$ cat src/hw/rtl/hrhp_pkg.sv
// package for the http request header parser
// holds phase codes, result codes, token strings and match helpers; no dependencies
`default_nettype none

package hrhp_pkg;

   localparam int LENGTH_BITS_DEF   = 32;
   localparam int MAX_LINE_BITS_DEF = 10;
   localparam int CFG_WIDTH         = 10;
   localparam int OUT_DATA_WIDTH    = 56;

   typedef enum logic [3:0] {
      PH_METHOD  = 4'd0,
      PH_PATH    = 4'd1,
      PH_VERSION = 4'd2,
      PH_REQ_LF  = 4'd3,
      PH_KEY     = 4'd4,
      PH_VALUE   = 4'd5,
      PH_HDR_LF  = 4'd6,
      PH_END_LF  = 4'd7,
      PH_DONE    = 4'd8
   } phase_type;

   typedef enum logic [1:0] {
      KIND_PATH   = 2'd0,
      KIND_ACCEPT = 2'd1,
      KIND_REJECT = 2'd2
   } kind_type;

   typedef enum logic [2:0] {
      CAUSE_NONE     = 3'd0,
      CAUSE_METHOD   = 3'd1,
      CAUSE_PATH     = 3'd2,
      CAUSE_VERSION  = 3'd3,
      CAUSE_LINE_END = 3'd4,
      CAUSE_COLON    = 3'd5,
      CAUSE_OVERFLOW = 3'd6,
      CAUSE_LONG     = 3'd7
   } cause_type;

   localparam logic [2:0] MEDIA_NONE    = 3'd0;
   localparam logic [2:0] MEDIA_UNKNOWN = 3'd1;
   localparam logic [2:0] MEDIA_BASE    = 3'd2;

   localparam logic [0:0] REG_MAX_PATH = 1'b0;
   localparam logic [0:0] REG_MAX_LINE = 1'b1;

   localparam logic [7:0] CH_CR    = 8'd13;
   localparam logic [7:0] CH_LF    = 8'd10;
   localparam logic [7:0] CH_SPACE = 8'h20;
   localparam logic [7:0] CH_TAB   = 8'h09;
   localparam logic [7:0] CH_COLON = 8'h3a;

   localparam int STR_BITS = 8 * 24;
   typedef logic [STR_BITS-1:0] str_type;

   localparam str_type STR_GET     = "GET";
   localparam str_type STR_PUT     = "PUT";
   localparam str_type STR_POST    = "POST";
   localparam str_type STR_VERSION = "HTTP/1.1";
   localparam str_type STR_CTYPE   = "content-type";
   localparam str_type STR_CLEN    = "content-length";
   localparam str_type STR_TEXT    = "text/plain";
   localparam str_type STR_OCTET   = "application/octet-stream";
   localparam str_type STR_JSON    = "application/json";
   localparam str_type STR_TDJSON  = "application/td+json";

   localparam int METH_LEN [3]  = '{3, 3, 4};
   localparam int KEY_LEN [2]   = '{12, 14};
   localparam int MEDIA_LEN [4] = '{10, 24, 16, 19};
   localparam int VERSION_LEN   = 8;

   function automatic logic tok_hit(str_type s, int len, logic [4:0] ti, logic [7:0] c);
      logic hit;
      hit = 1'b0;
      if (int'(ti) < len) begin
         hit = (s[8*(len-1-int'(ti)) +: 8] == c);
      end
      return hit;
   endfunction

   function automatic logic [7:0] to_lower(logic [7:0] c);
      return (c >= 8'h41 && c <= 8'h5a) ? c + 8'd32 : c;
   endfunction

   function automatic str_type meth_str(int i);
      str_type s;
      unique case (i)
         0: s = STR_GET;
         1: s = STR_PUT;
         default: s = STR_POST;
      endcase
      return s;
   endfunction

   function automatic str_type media_str(int i);
      str_type s;
      unique case (i)
         0: s = STR_TEXT;
         1: s = STR_OCTET;
         2: s = STR_JSON;
         default: s = STR_TDJSON;
      endcase
      return s;
   endfunction

endpackage

`default_nettype wire

$ cat src/hw/rtl/http_request_header_parser_unit.sv
// http request header parser, top level
// one byte per beat in, path bytes and one final verdict out; uses hrhp_pkg
`default_nettype none

// Takes one request byte per clock and updates all matchers in one pass, so it
// sustains one byte per cycle when results are taken as they appear. There is a
// single result register: a byte is taken when that register is empty or is
// drained in the same cycle, so a result left waiting on the rsp side stalls the
// input. A byte's result is registered and shows on the rsp side in the cycle after its beat.
// start_of_request (req_tuser) resets the parse before that byte. Registers are
// written through csr_we/csr_index.
module http_request_header_parser_unit
   import hrhp_pkg::*;
#(
   parameter int LENGTH_BITS   = LENGTH_BITS_DEF,
   parameter int MAX_LINE_BITS = MAX_LINE_BITS_DEF
) (
   input  wire logic                      clock,
   input  wire logic                      reset,
   input  wire logic                      req_tvalid,
   output logic                           req_tready,
   input  wire logic [7:0]                req_tdata,  // byte_value
   input  wire logic                      req_tuser,  // start_of_request
   output logic                           rsp_tvalid,
   input  wire logic                      rsp_tready,
   // path_byte, path_length, method, media_type, body_length, error_cause
   output logic [OUT_DATA_WIDTH-1:0]      rsp_tdata,
   output logic [1:0]                     rsp_tuser,  // result_kind
   input  wire logic                      csr_we,
   input  wire logic [0:0]                csr_index,
   input  wire logic [CFG_WIDTH-1:0]      csr_wdata
);

   localparam int LB  = LENGTH_BITS;
   localparam int MLB = MAX_LINE_BITS;

   logic [7:0]             max_path_ff, max_path_in;
   logic [9:0]             max_line_ff, max_line_in;

   phase_type              phase_ff, phase_in;
   logic [MLB-1:0]         line_count_ff, line_count_in;
   logic [7:0]             path_count_ff, path_count_in;
   logic [4:0]             token_ff, token_in;
   logic [2:0]             meth_cand_ff, meth_cand_in;
   logic [1:0]             key_cand_ff, key_cand_in;
   logic [3:0]             val_cand_ff, val_cand_in;
   logic                   val_started_ff, val_started_in;
   logic                   trail_ff, trail_in;
   logic [LB-1:0]          acc_ff, acc_in;
   logic                   dig_end_ff, dig_end_in;
   logic [1:0]             saved_meth_ff, saved_meth_in;
   logic [2:0]             saved_media_ff, saved_media_in;
   logic [LB-1:0]          saved_len_ff, saved_len_in;

   logic                   out_valid_ff, out_valid_in;
   logic [OUT_DATA_WIDTH-1:0] out_data_ff, out_data_in;
   logic [1:0]             out_kind_ff, out_kind_in;

   logic                   req_acc;
   logic                   res_valid;
   logic                   res_final;
   kind_type               res_kind;
   cause_type              res_cause;
   logic [7:0]             res_byte;
   logic [15:0]            lim, cap16, cfg16;
   logic [7:0]             c, lc;
   logic [LB+3:0]          acc10;
   logic [63:0]            len64;
   logic                   found;

   assign req_tready = !out_valid_ff || rsp_tready;
   assign req_acc    = req_tvalid && req_tready;
   assign c          = req_tdata;
   assign lc         = to_lower(req_tdata);
   assign cap16      = 16'((32'd1 << MLB) - 32'd1);
   assign cfg16      = 16'(max_line_ff);
   assign lim        = (cfg16 < cap16) ? cfg16 : cap16;

   always_comb begin
      max_path_in = max_path_ff;
      max_line_in = max_line_ff;
      if (csr_we) begin
         unique case (csr_index)
            REG_MAX_PATH: max_path_in = csr_wdata[7:0];
            REG_MAX_LINE: max_line_in = csr_wdata[9:0];
         endcase
      end
   end

   always_comb begin
      phase_in       = phase_ff;
      line_count_in  = line_count_ff;
      path_count_in  = path_count_ff;
      token_in       = token_ff;
      meth_cand_in   = meth_cand_ff;
      key_cand_in    = key_cand_ff;
      val_cand_in    = val_cand_ff;
      val_started_in = val_started_ff;
      trail_in       = trail_ff;
      acc_in         = acc_ff;
      dig_end_in     = dig_end_ff;
      saved_meth_in  = saved_meth_ff;
      saved_media_in = saved_media_ff;
      saved_len_in   = saved_len_ff;
      res_valid      = 1'b0;
      res_final      = 1'b0;
      res_kind       = KIND_PATH;
      res_cause      = CAUSE_NONE;
      res_byte       = 8'd0;
      found          = 1'b0;
      acc10          = '0;

      if (req_acc) begin
         if (req_tuser) begin
            phase_in       = PH_METHOD;
            line_count_in  = '0;
            path_count_in  = '0;
            token_in       = '0;
            meth_cand_in   = '1;
            key_cand_in    = '1;
            val_cand_in    = '1;
            val_started_in = 1'b0;
            trail_in       = 1'b0;
            acc_in         = '0;
            dig_end_in     = 1'b0;
            saved_meth_in  = '0;
            saved_media_in = '0;
            saved_len_in   = '0;
         end
         if (phase_in != PH_DONE && phase_in <= PH_END_LF) begin
            if (16'(line_count_in) >= lim) begin
               res_final = 1'b1;
               res_kind  = KIND_REJECT;
               res_cause = CAUSE_LONG;
            end else begin
               line_count_in = line_count_in + 1'b1;
               unique case (phase_in)
                  PH_METHOD: begin
                     if (c == CH_SPACE) begin
                        for (int i = 2; i >= 0; i--) begin
                           if (meth_cand_in[i] && int'(token_in) == METH_LEN[i]) begin
                              found         = 1'b1;
                              saved_meth_in = 2'(i);
                           end
                        end
                        if (!found) begin
                           res_final = 1'b1;
                           res_kind  = KIND_REJECT;
                           res_cause = CAUSE_METHOD;
                        end else begin
                           token_in = '0;
                           phase_in = PH_PATH;
                        end
                     end else if (c == CH_CR || c == CH_LF) begin
                        res_final = 1'b1;
                        res_kind  = KIND_REJECT;
                        res_cause = CAUSE_METHOD;
                     end else begin
                        for (int i = 0; i < 3; i++) begin
                           if (!tok_hit(meth_str(i), METH_LEN[i], token_in, c)) begin
                              meth_cand_in[i] = 1'b0;
                           end
                        end
                        if (token_in != 5'd31) token_in = token_in + 1'b1;
                     end
                  end
                  PH_PATH: begin
                     if (c == CH_SPACE) begin
                        token_in = '0;
                        phase_in = PH_VERSION;
                     end else if (c == CH_CR || c == CH_LF) begin
                        res_final = 1'b1;
                        res_kind  = KIND_REJECT;
                        res_cause = CAUSE_LINE_END;
                     end else if (path_count_in >= max_path_ff) begin
                        res_final = 1'b1;
                        res_kind  = KIND_REJECT;
                        res_cause = CAUSE_PATH;
                     end else begin
                        path_count_in = path_count_in + 1'b1;
                        res_valid     = 1'b1;
                        res_kind      = KIND_PATH;
                        res_byte      = c;
                     end
                  end
                  PH_VERSION: begin
                     if (int'(token_in) < VERSION_LEN) begin
                        if (!tok_hit(STR_VERSION, VERSION_LEN, token_in, c)) begin
                           res_final = 1'b1;
                           res_kind  = KIND_REJECT;
                           res_cause = CAUSE_VERSION;
                        end else begin
                           token_in = token_in + 1'b1;
                        end
                     end else if (c != CH_CR) begin
                        res_final = 1'b1;
                        res_kind  = KIND_REJECT;
                        res_cause = CAUSE_VERSION;
                     end else begin
                        phase_in = PH_REQ_LF;
                     end
                  end
                  PH_REQ_LF, PH_HDR_LF: begin
                     if (c != CH_LF) begin
                        res_final = 1'b1;
                        res_kind  = KIND_REJECT;
                        res_cause = CAUSE_LINE_END;
                     end else begin
                        if (phase_in == PH_HDR_LF) begin
                           if (key_cand_in[0]) begin
                              saved_media_in = MEDIA_UNKNOWN;
                              if (val_started_in) begin
                                 for (int i = 3; i >= 0; i--) begin
                                    if (val_cand_in[i] && int'(token_in) == MEDIA_LEN[i]) begin
                                       saved_media_in = MEDIA_BASE + 3'(i);
                                    end
                                 end
                              end
                           end else if (key_cand_in[1]) begin
                              saved_len_in = acc_in;
                           end
                        end
                        line_count_in  = '0;
                        token_in       = '0;
                        key_cand_in    = '1;
                        val_cand_in    = '1;
                        val_started_in = 1'b0;
                        trail_in       = 1'b0;
                        acc_in         = '0;
                        dig_end_in     = 1'b0;
                        phase_in       = PH_KEY;
                     end
                  end
                  PH_KEY: begin
                     if (line_count_in == MLB'(1) && c == CH_CR) begin
                        phase_in = PH_END_LF;
                     end else if (c == CH_COLON) begin
                        if (key_cand_in[0] && int'(token_in) == KEY_LEN[0]) begin
                           key_cand_in = 2'b01;
                        end else if (key_cand_in[1] && int'(token_in) == KEY_LEN[1]) begin
                           key_cand_in = 2'b10;
                        end else begin
                           key_cand_in = 2'b00;
                        end
                        token_in = '0;
                        phase_in = PH_VALUE;
                     end else if (c == CH_CR || c == CH_LF) begin
                        res_final = 1'b1;
                        res_kind  = KIND_REJECT;
                        res_cause = CAUSE_COLON;
                     end else begin
                        if (!tok_hit(STR_CTYPE, KEY_LEN[0], token_in, lc)) key_cand_in[0] = 1'b0;
                        if (!tok_hit(STR_CLEN, KEY_LEN[1], token_in, lc)) key_cand_in[1] = 1'b0;
                        if (token_in != 5'd31) token_in = token_in + 1'b1;
                     end
                  end
                  PH_VALUE: begin
                     if (c == CH_CR) begin
                        phase_in = PH_HDR_LF;
                     end else if (c == CH_LF) begin
                        res_final = 1'b1;
                        res_kind  = KIND_REJECT;
                        res_cause = CAUSE_LINE_END;
                     end else if (c == CH_SPACE || c == CH_TAB) begin
                        if (val_started_in) begin
                           trail_in   = 1'b1;
                           dig_end_in = 1'b1;
                        end
                     end else begin
                        if (trail_in) begin
                           val_cand_in = '0;
                           trail_in    = 1'b0;
                        end
                        val_started_in = 1'b1;
                        for (int i = 0; i < 4; i++) begin
                           if (!tok_hit(media_str(i), MEDIA_LEN[i], token_in, lc)) begin
                              val_cand_in[i] = 1'b0;
                           end
                        end
                        if (token_in != 5'd31) token_in = token_in + 1'b1;
                        if (key_cand_in[1] && !dig_end_in) begin
                           if (c >= 8'h30 && c <= 8'h39) begin
                              acc10 = ((LB+4)'(acc_in) << 3) + ((LB+4)'(acc_in) << 1)
                                    + (LB+4)'(c - 8'h30);
                              if (|acc10[LB+3:LB]) begin
                                 res_final = 1'b1;
                                 res_kind  = KIND_REJECT;
                                 res_cause = CAUSE_OVERFLOW;
                              end else begin
                                 acc_in = acc10[LB-1:0];
                              end
                           end else begin
                              dig_end_in = 1'b1;
                           end
                        end
                     end
                  end
                  PH_END_LF: begin
                     res_final = 1'b1;
                     if (c != CH_LF) begin
                        res_kind  = KIND_REJECT;
                        res_cause = CAUSE_LINE_END;
                     end else begin
                        res_kind  = KIND_ACCEPT;
                     end
                  end
                  default: begin
                  end
               endcase
            end
            if (res_final) begin
               res_valid = 1'b1;
               phase_in  = PH_DONE;
            end
         end
      end
   end

   assign len64 = 64'(saved_len_in);

   always_comb begin
      out_valid_in = out_valid_ff && !rsp_tready;
      out_data_in  = out_data_ff;
      out_kind_in  = out_kind_ff;
      if (res_valid) begin
         out_valid_in = 1'b1;
         out_kind_in  = res_kind;
         if (res_final) begin
            out_data_in = {res_cause, len64[31:0], saved_media_in, saved_meth_in,
                           path_count_in, 8'd0};
         end else begin
            out_data_in = {48'd0, res_byte};
         end
      end
   end

   always_ff @(posedge clock) begin
      if (reset) begin
         max_path_ff    <= 8'd63;
         max_line_ff    <= 10'd255;
         phase_ff       <= PH_METHOD;
         line_count_ff  <= '0;
         path_count_ff  <= '0;
         token_ff       <= '0;
         meth_cand_ff   <= '1;
         key_cand_ff    <= '1;
         val_cand_ff    <= '1;
         val_started_ff <= 1'b0;
         trail_ff       <= 1'b0;
         acc_ff         <= '0;
         dig_end_ff     <= 1'b0;
         saved_meth_ff  <= '0;
         saved_media_ff <= '0;
         saved_len_ff   <= '0;
         out_valid_ff   <= 1'b0;
      end else begin
         max_path_ff    <= max_path_in;
         max_line_ff    <= max_line_in;
         phase_ff       <= phase_in;
         line_count_ff  <= line_count_in;
         path_count_ff  <= path_count_in;
         token_ff       <= token_in;
         meth_cand_ff   <= meth_cand_in;
         key_cand_ff    <= key_cand_in;
         val_cand_ff    <= val_cand_in;
         val_started_ff <= val_started_in;
         trail_ff       <= trail_in;
         acc_ff         <= acc_in;
         dig_end_ff     <= dig_end_in;
         saved_meth_ff  <= saved_meth_in;
         saved_media_ff <= saved_media_in;
         saved_len_ff   <= saved_len_in;
         out_valid_ff   <= out_valid_in;
      end
      out_data_ff <= out_data_in;
      out_kind_ff <= out_kind_in;
   end

   assign rsp_tvalid = out_valid_ff;
   assign rsp_tdata  = out_data_ff;
   assign rsp_tuser  = out_kind_ff;

endmodule

`default_nettype wire

$ cat config.mk
export PLATFORM = sky130hd
export DESIGN_NAME = http_request_header_parser_unit
export DESIGN_NICKNAME = d
export VERILOG_FILES = /design/src/hw/rtl/hrhp_pkg.sv /design/src/hw/rtl/http_request_header_parser_unit.sv
export SDC_FILE = /design/constraint.sdc
export NUM_CORES = 1
export LEC_CHECK = 0
export BUFFER_PORTS_ARGS = -buffer_cell sky130_fd_sc_hd__buf_2
export CORE_ASPECT_RATIO = 0.5
export CORE_MARGIN = 3
export CORE_UTILIZATION = 45
export DETAILED_ROUTE_END_ITERATION = 10
export PLACE_DENSITY = 0.6
export SLEW_MARGIN = 20
export SYNTH_ARGS = -nofsm -noshare
export SYNTH_HDL_FRONTEND = slang
export SYNTH_SLANG_ARGS = --single-unit
$ cat constraint.sdc
create_clock -name clock -period 11.1 [get_ports clock]
set_input_delay 1.11 -clock clock [delete_from_list [all_inputs] [get_ports clock]]
set_output_delay 1.11 -clock clock [all_outputs]
set_load 0.02 [all_outputs]
==> results.toml <==
[pwr]
switching_share_pct = 31.2
p_per_area_mw_per_mm2 = 94.2
p_sw_uw = 504
total_leakage_power_uw = 0.00633
seq_power_share_pct = 43.8
p_clk_share_pct = 39.7
finalPower_uw = 1610
ir_drop_v = 0.000116
p_comb_share_pct = 16.5
p_int_uw = 1110

[floorplan]
die_area_mm2 = 0.0377
ioPinCount = 85
die_h_um = 139
coreArea_mm2 = 0.0339
num_rows = 47
die_x_um = 272
initial_utilization_pct = 46.8

[layout]
final_util_pct = 50.5
final_area_mm2 = 0.0171
final_common_cell = "nor2_1"
area_growth_pct = 7.83
regArea_mm2 = 0.00428
drive_above_1_share_pct = 10.4
n_fill_cell = 3358
multi_input_area_mm2 = 0.0107
nets = 2134
mostFrequentLayoutCells = "nor2_1, nand2_1, a21oi_1"

[yosys]
netlist_top_cells_area = "dfxtp_1, edfxtp_1, ha_1"
synth_top_area_share_pct = 16.0
seq_area_frac_synth_pct = 27.0
synth_cell_types = 108
ys_seq_elements = 185
ys_warn_count = 0
synthArstFlopShare_pct = 0
syn_nets = 2137
synth_cells = 1997
synth_top_cell_by_area = "dfxtp_1"
syn_area_mm2 = 0.0159
synth_edf_count = 58
synth-main-ff-cell = "dfxtp_1"
syn_area_per_cell_um2 = 7.96

[detailed_routing]
finalWirelength_mm = 53.5
firstDrtPassIters = 7
via_count = 15590
drt_iter0_drc = 1631
viasPerCell = 6.30
antenna_left = 0
drc = 0
post_drt_wl_per_cell_um = 21.6

[worst_setup_path]
crit_slowest_cell = "o31ai_4"
reg2reg_from = "token_ff[4]"
cp-start-kind = "input pin"
path_max_fanout = 35
cp.required_ns = 11.26
critPathKind = "in2reg"
arrival_ns = 7.28
crit_chain = "buf_2 > ha_1 > or3_1 > inv_1 > buf_4 > fa_1 > ha_1 > a21o_1 > or3_1 > a31oi_1 > o211ai_1 > o311ai_1 > o22a_1 > nand2_2 > o31ai_4 > nand2_2 > buf_4"
regToRegEndpoint = "rsp_tdata[41]"
ff2ff_path_depth = 12
end_kind = "flip-flop"
cp_slowest_stage_delay_ns = 0.65
crit_path_end = "rsp_tdata[41]"
crit_start = "req_tdata[4]"
worst-r2r-setup-slack_ns = 5.27

[placement]
place_area_mm2 = 0.0165
hpwlAfterDp_mm = 38.7
numPortBuffers = 84
place_congestion = 0.959

[clock_tree]
cts_tree = "yes"
h-tree-depth = 4
post_cts_buffers = 0
cts_resized = 0
clock_latency_ns = 0.45
cts_buffer_depth = 2
root_buffer = "clkbuf_16"
path_clk_slew_ns = 0.07
tritoncts.num_buffers = 17
cts.sinks = 185
ctsHoldBuffers = 0

[worst_hold_path]
hp-class = "reg2reg"

[sta]
clock-skew-final_ns = 0.0135
tightest_slew_ns = 1.01
min_period_ns = 7.12
fin_crit_sh_pct = 64.2
final_max_slew_viol_count = 0
timing.fmax_mhz = 140
finalHoldViolations = 0
maxSlewHeadroom_pct = 32.5
setup_viol = 0
setup_tns_ns = 0
rsz0062_at_grt = "false"

[global_route]
grt_max_degree = 55
grt_pass1_vias = 14411
grt_use_total_pct = 27.7
grt.overflow.total = 0
antenna_found_initial = 1
grt_pass1_wl_mm = 83.9

[outcome]
outcome = "complete, no violations"

[flow_run]
cap_violations = 0
[through the flow]
stage | worst slack [ns] | hold slack, ns | cells
after detailed placement | 3.58 | 0.449 | 2440
after global routing | 3.51 | 0.480 | 2473
after floorplan | 3.67 | 0.436 | 1997
after CTS | 4.04 | 0.459 | 2472
final | 3.98 | 0.459 | 2473
after global placement | 3.69 | 0.447 | 2440
[metal layers]
layer / track usage, % / vias up / wire, µm
li1: - / 7328 / -
met1: 40.3 / 7478 / 24500
met2: 42.5 / 689 / 23100
met3: 4.37 / 95 / 4490
met4: 7.84 / 0 / 1280
met5: 0 / - / 0
[power groups by stage]
stage	sequential [µW]	clock (µW)	combinational (µW)
finish	707	640	267
global route	707	673	288
CTS	707	644	260
detailed placement	722	0	259
global placement	722	0	258
floorplan	722	0	185
[worst min-delay path by stage]
stage	startpoint	end	slack [ns]	cells past startpoint
after floorplan	saved_media_ff[2]	saved_media_ff[2]	0.44	2
after global placement	max_line_ff[9]	max_line_ff[9]	0.45	2
after detailed placement	saved_media_ff[2]	saved_media_ff[2]	0.45	2
after CTS	saved_media_ff[2]	saved_media_ff[2]	0.46	2
after global routing	max_line_ff[9]	max_line_ff[9]	0.48	2
final	saved_media_ff[2]	saved_media_ff[2]	0.46	2
[registers in the layout, summed over array words and instances, names as in the netlist, 3 cells and up]
register and flops:
acc_ff 32, max_path_ff 8, phase_ff 4, val_cand_ff 4
max_line_ff 10, saved_media_ff 3, meth_cand_ff 3, saved_len_ff 32
path_count_ff 8, token_ff 5, rsp_tdata 56, line_count_ff 10
[area by class of cell]
type,count,area share [%]
repair buffers,113,3.74
clock inverters,14,1.01
inverters,88,1.94
diodes,1,0.0146
flip-flops and latches,185,25.0
well taps,465,3.40
clock buffers,18,2.50
multi-input cells,1589,62.4
[synthesized netlist by cell type (12+ instances only)]
library cell,instances
a21o_1,21
nand2b_1,19
buf_2,29
nor2_1,215
inv_1,82
clkbuf_1,80
a211oi_1,18
nor2b_1,58
and2_1,14
o21ai_1,14
dfxtp_1,127
or3_1,12
a22oi_1,47
nor4_1,23
o211ai_1,29
o21ai_0,104
xor2_1,22
buf_1,14
o31ai_1,17
a21oi_1,132
and3_1,13
edfxtp_1,58
nand4_1,27
nand2_1,190
xnor2_1,55
nor3_1,50
ha_1,84
nand3_1,78
mux2i_1,40
a22o_1,18
fa_1,31
a31oi_1,33
[kinds of logic (layout without fill, tap and decap cells)]
group | after synthesis | count (layout) | share of synthesized area (%)
and+or+nand+nor | 764 | 764 | 23.7
other | 0 | 1 | 0
muxes | 41 | 41 | 2.59
adders and majority gates | 115 | 115 | 10.5
AOI/OAI and AO/OA | 590 | 590 | 25.9
xor gates and xnor gates | 79 | 79 | 4.45
buffers and inverters | 223 | 233 | 5.84
DFF | 185 | 185 | 27.0
[critical path, delay by kind of cell]
family	cells	cell delay, ns
and+or+nand+nor	4	1.53
adders and majority gates	3	1.32
AOI/OAI and AO/OA	6	2.01
buffers and inverters	4	1.27
No activity file was read; power rests on OpenSTA's default activity.
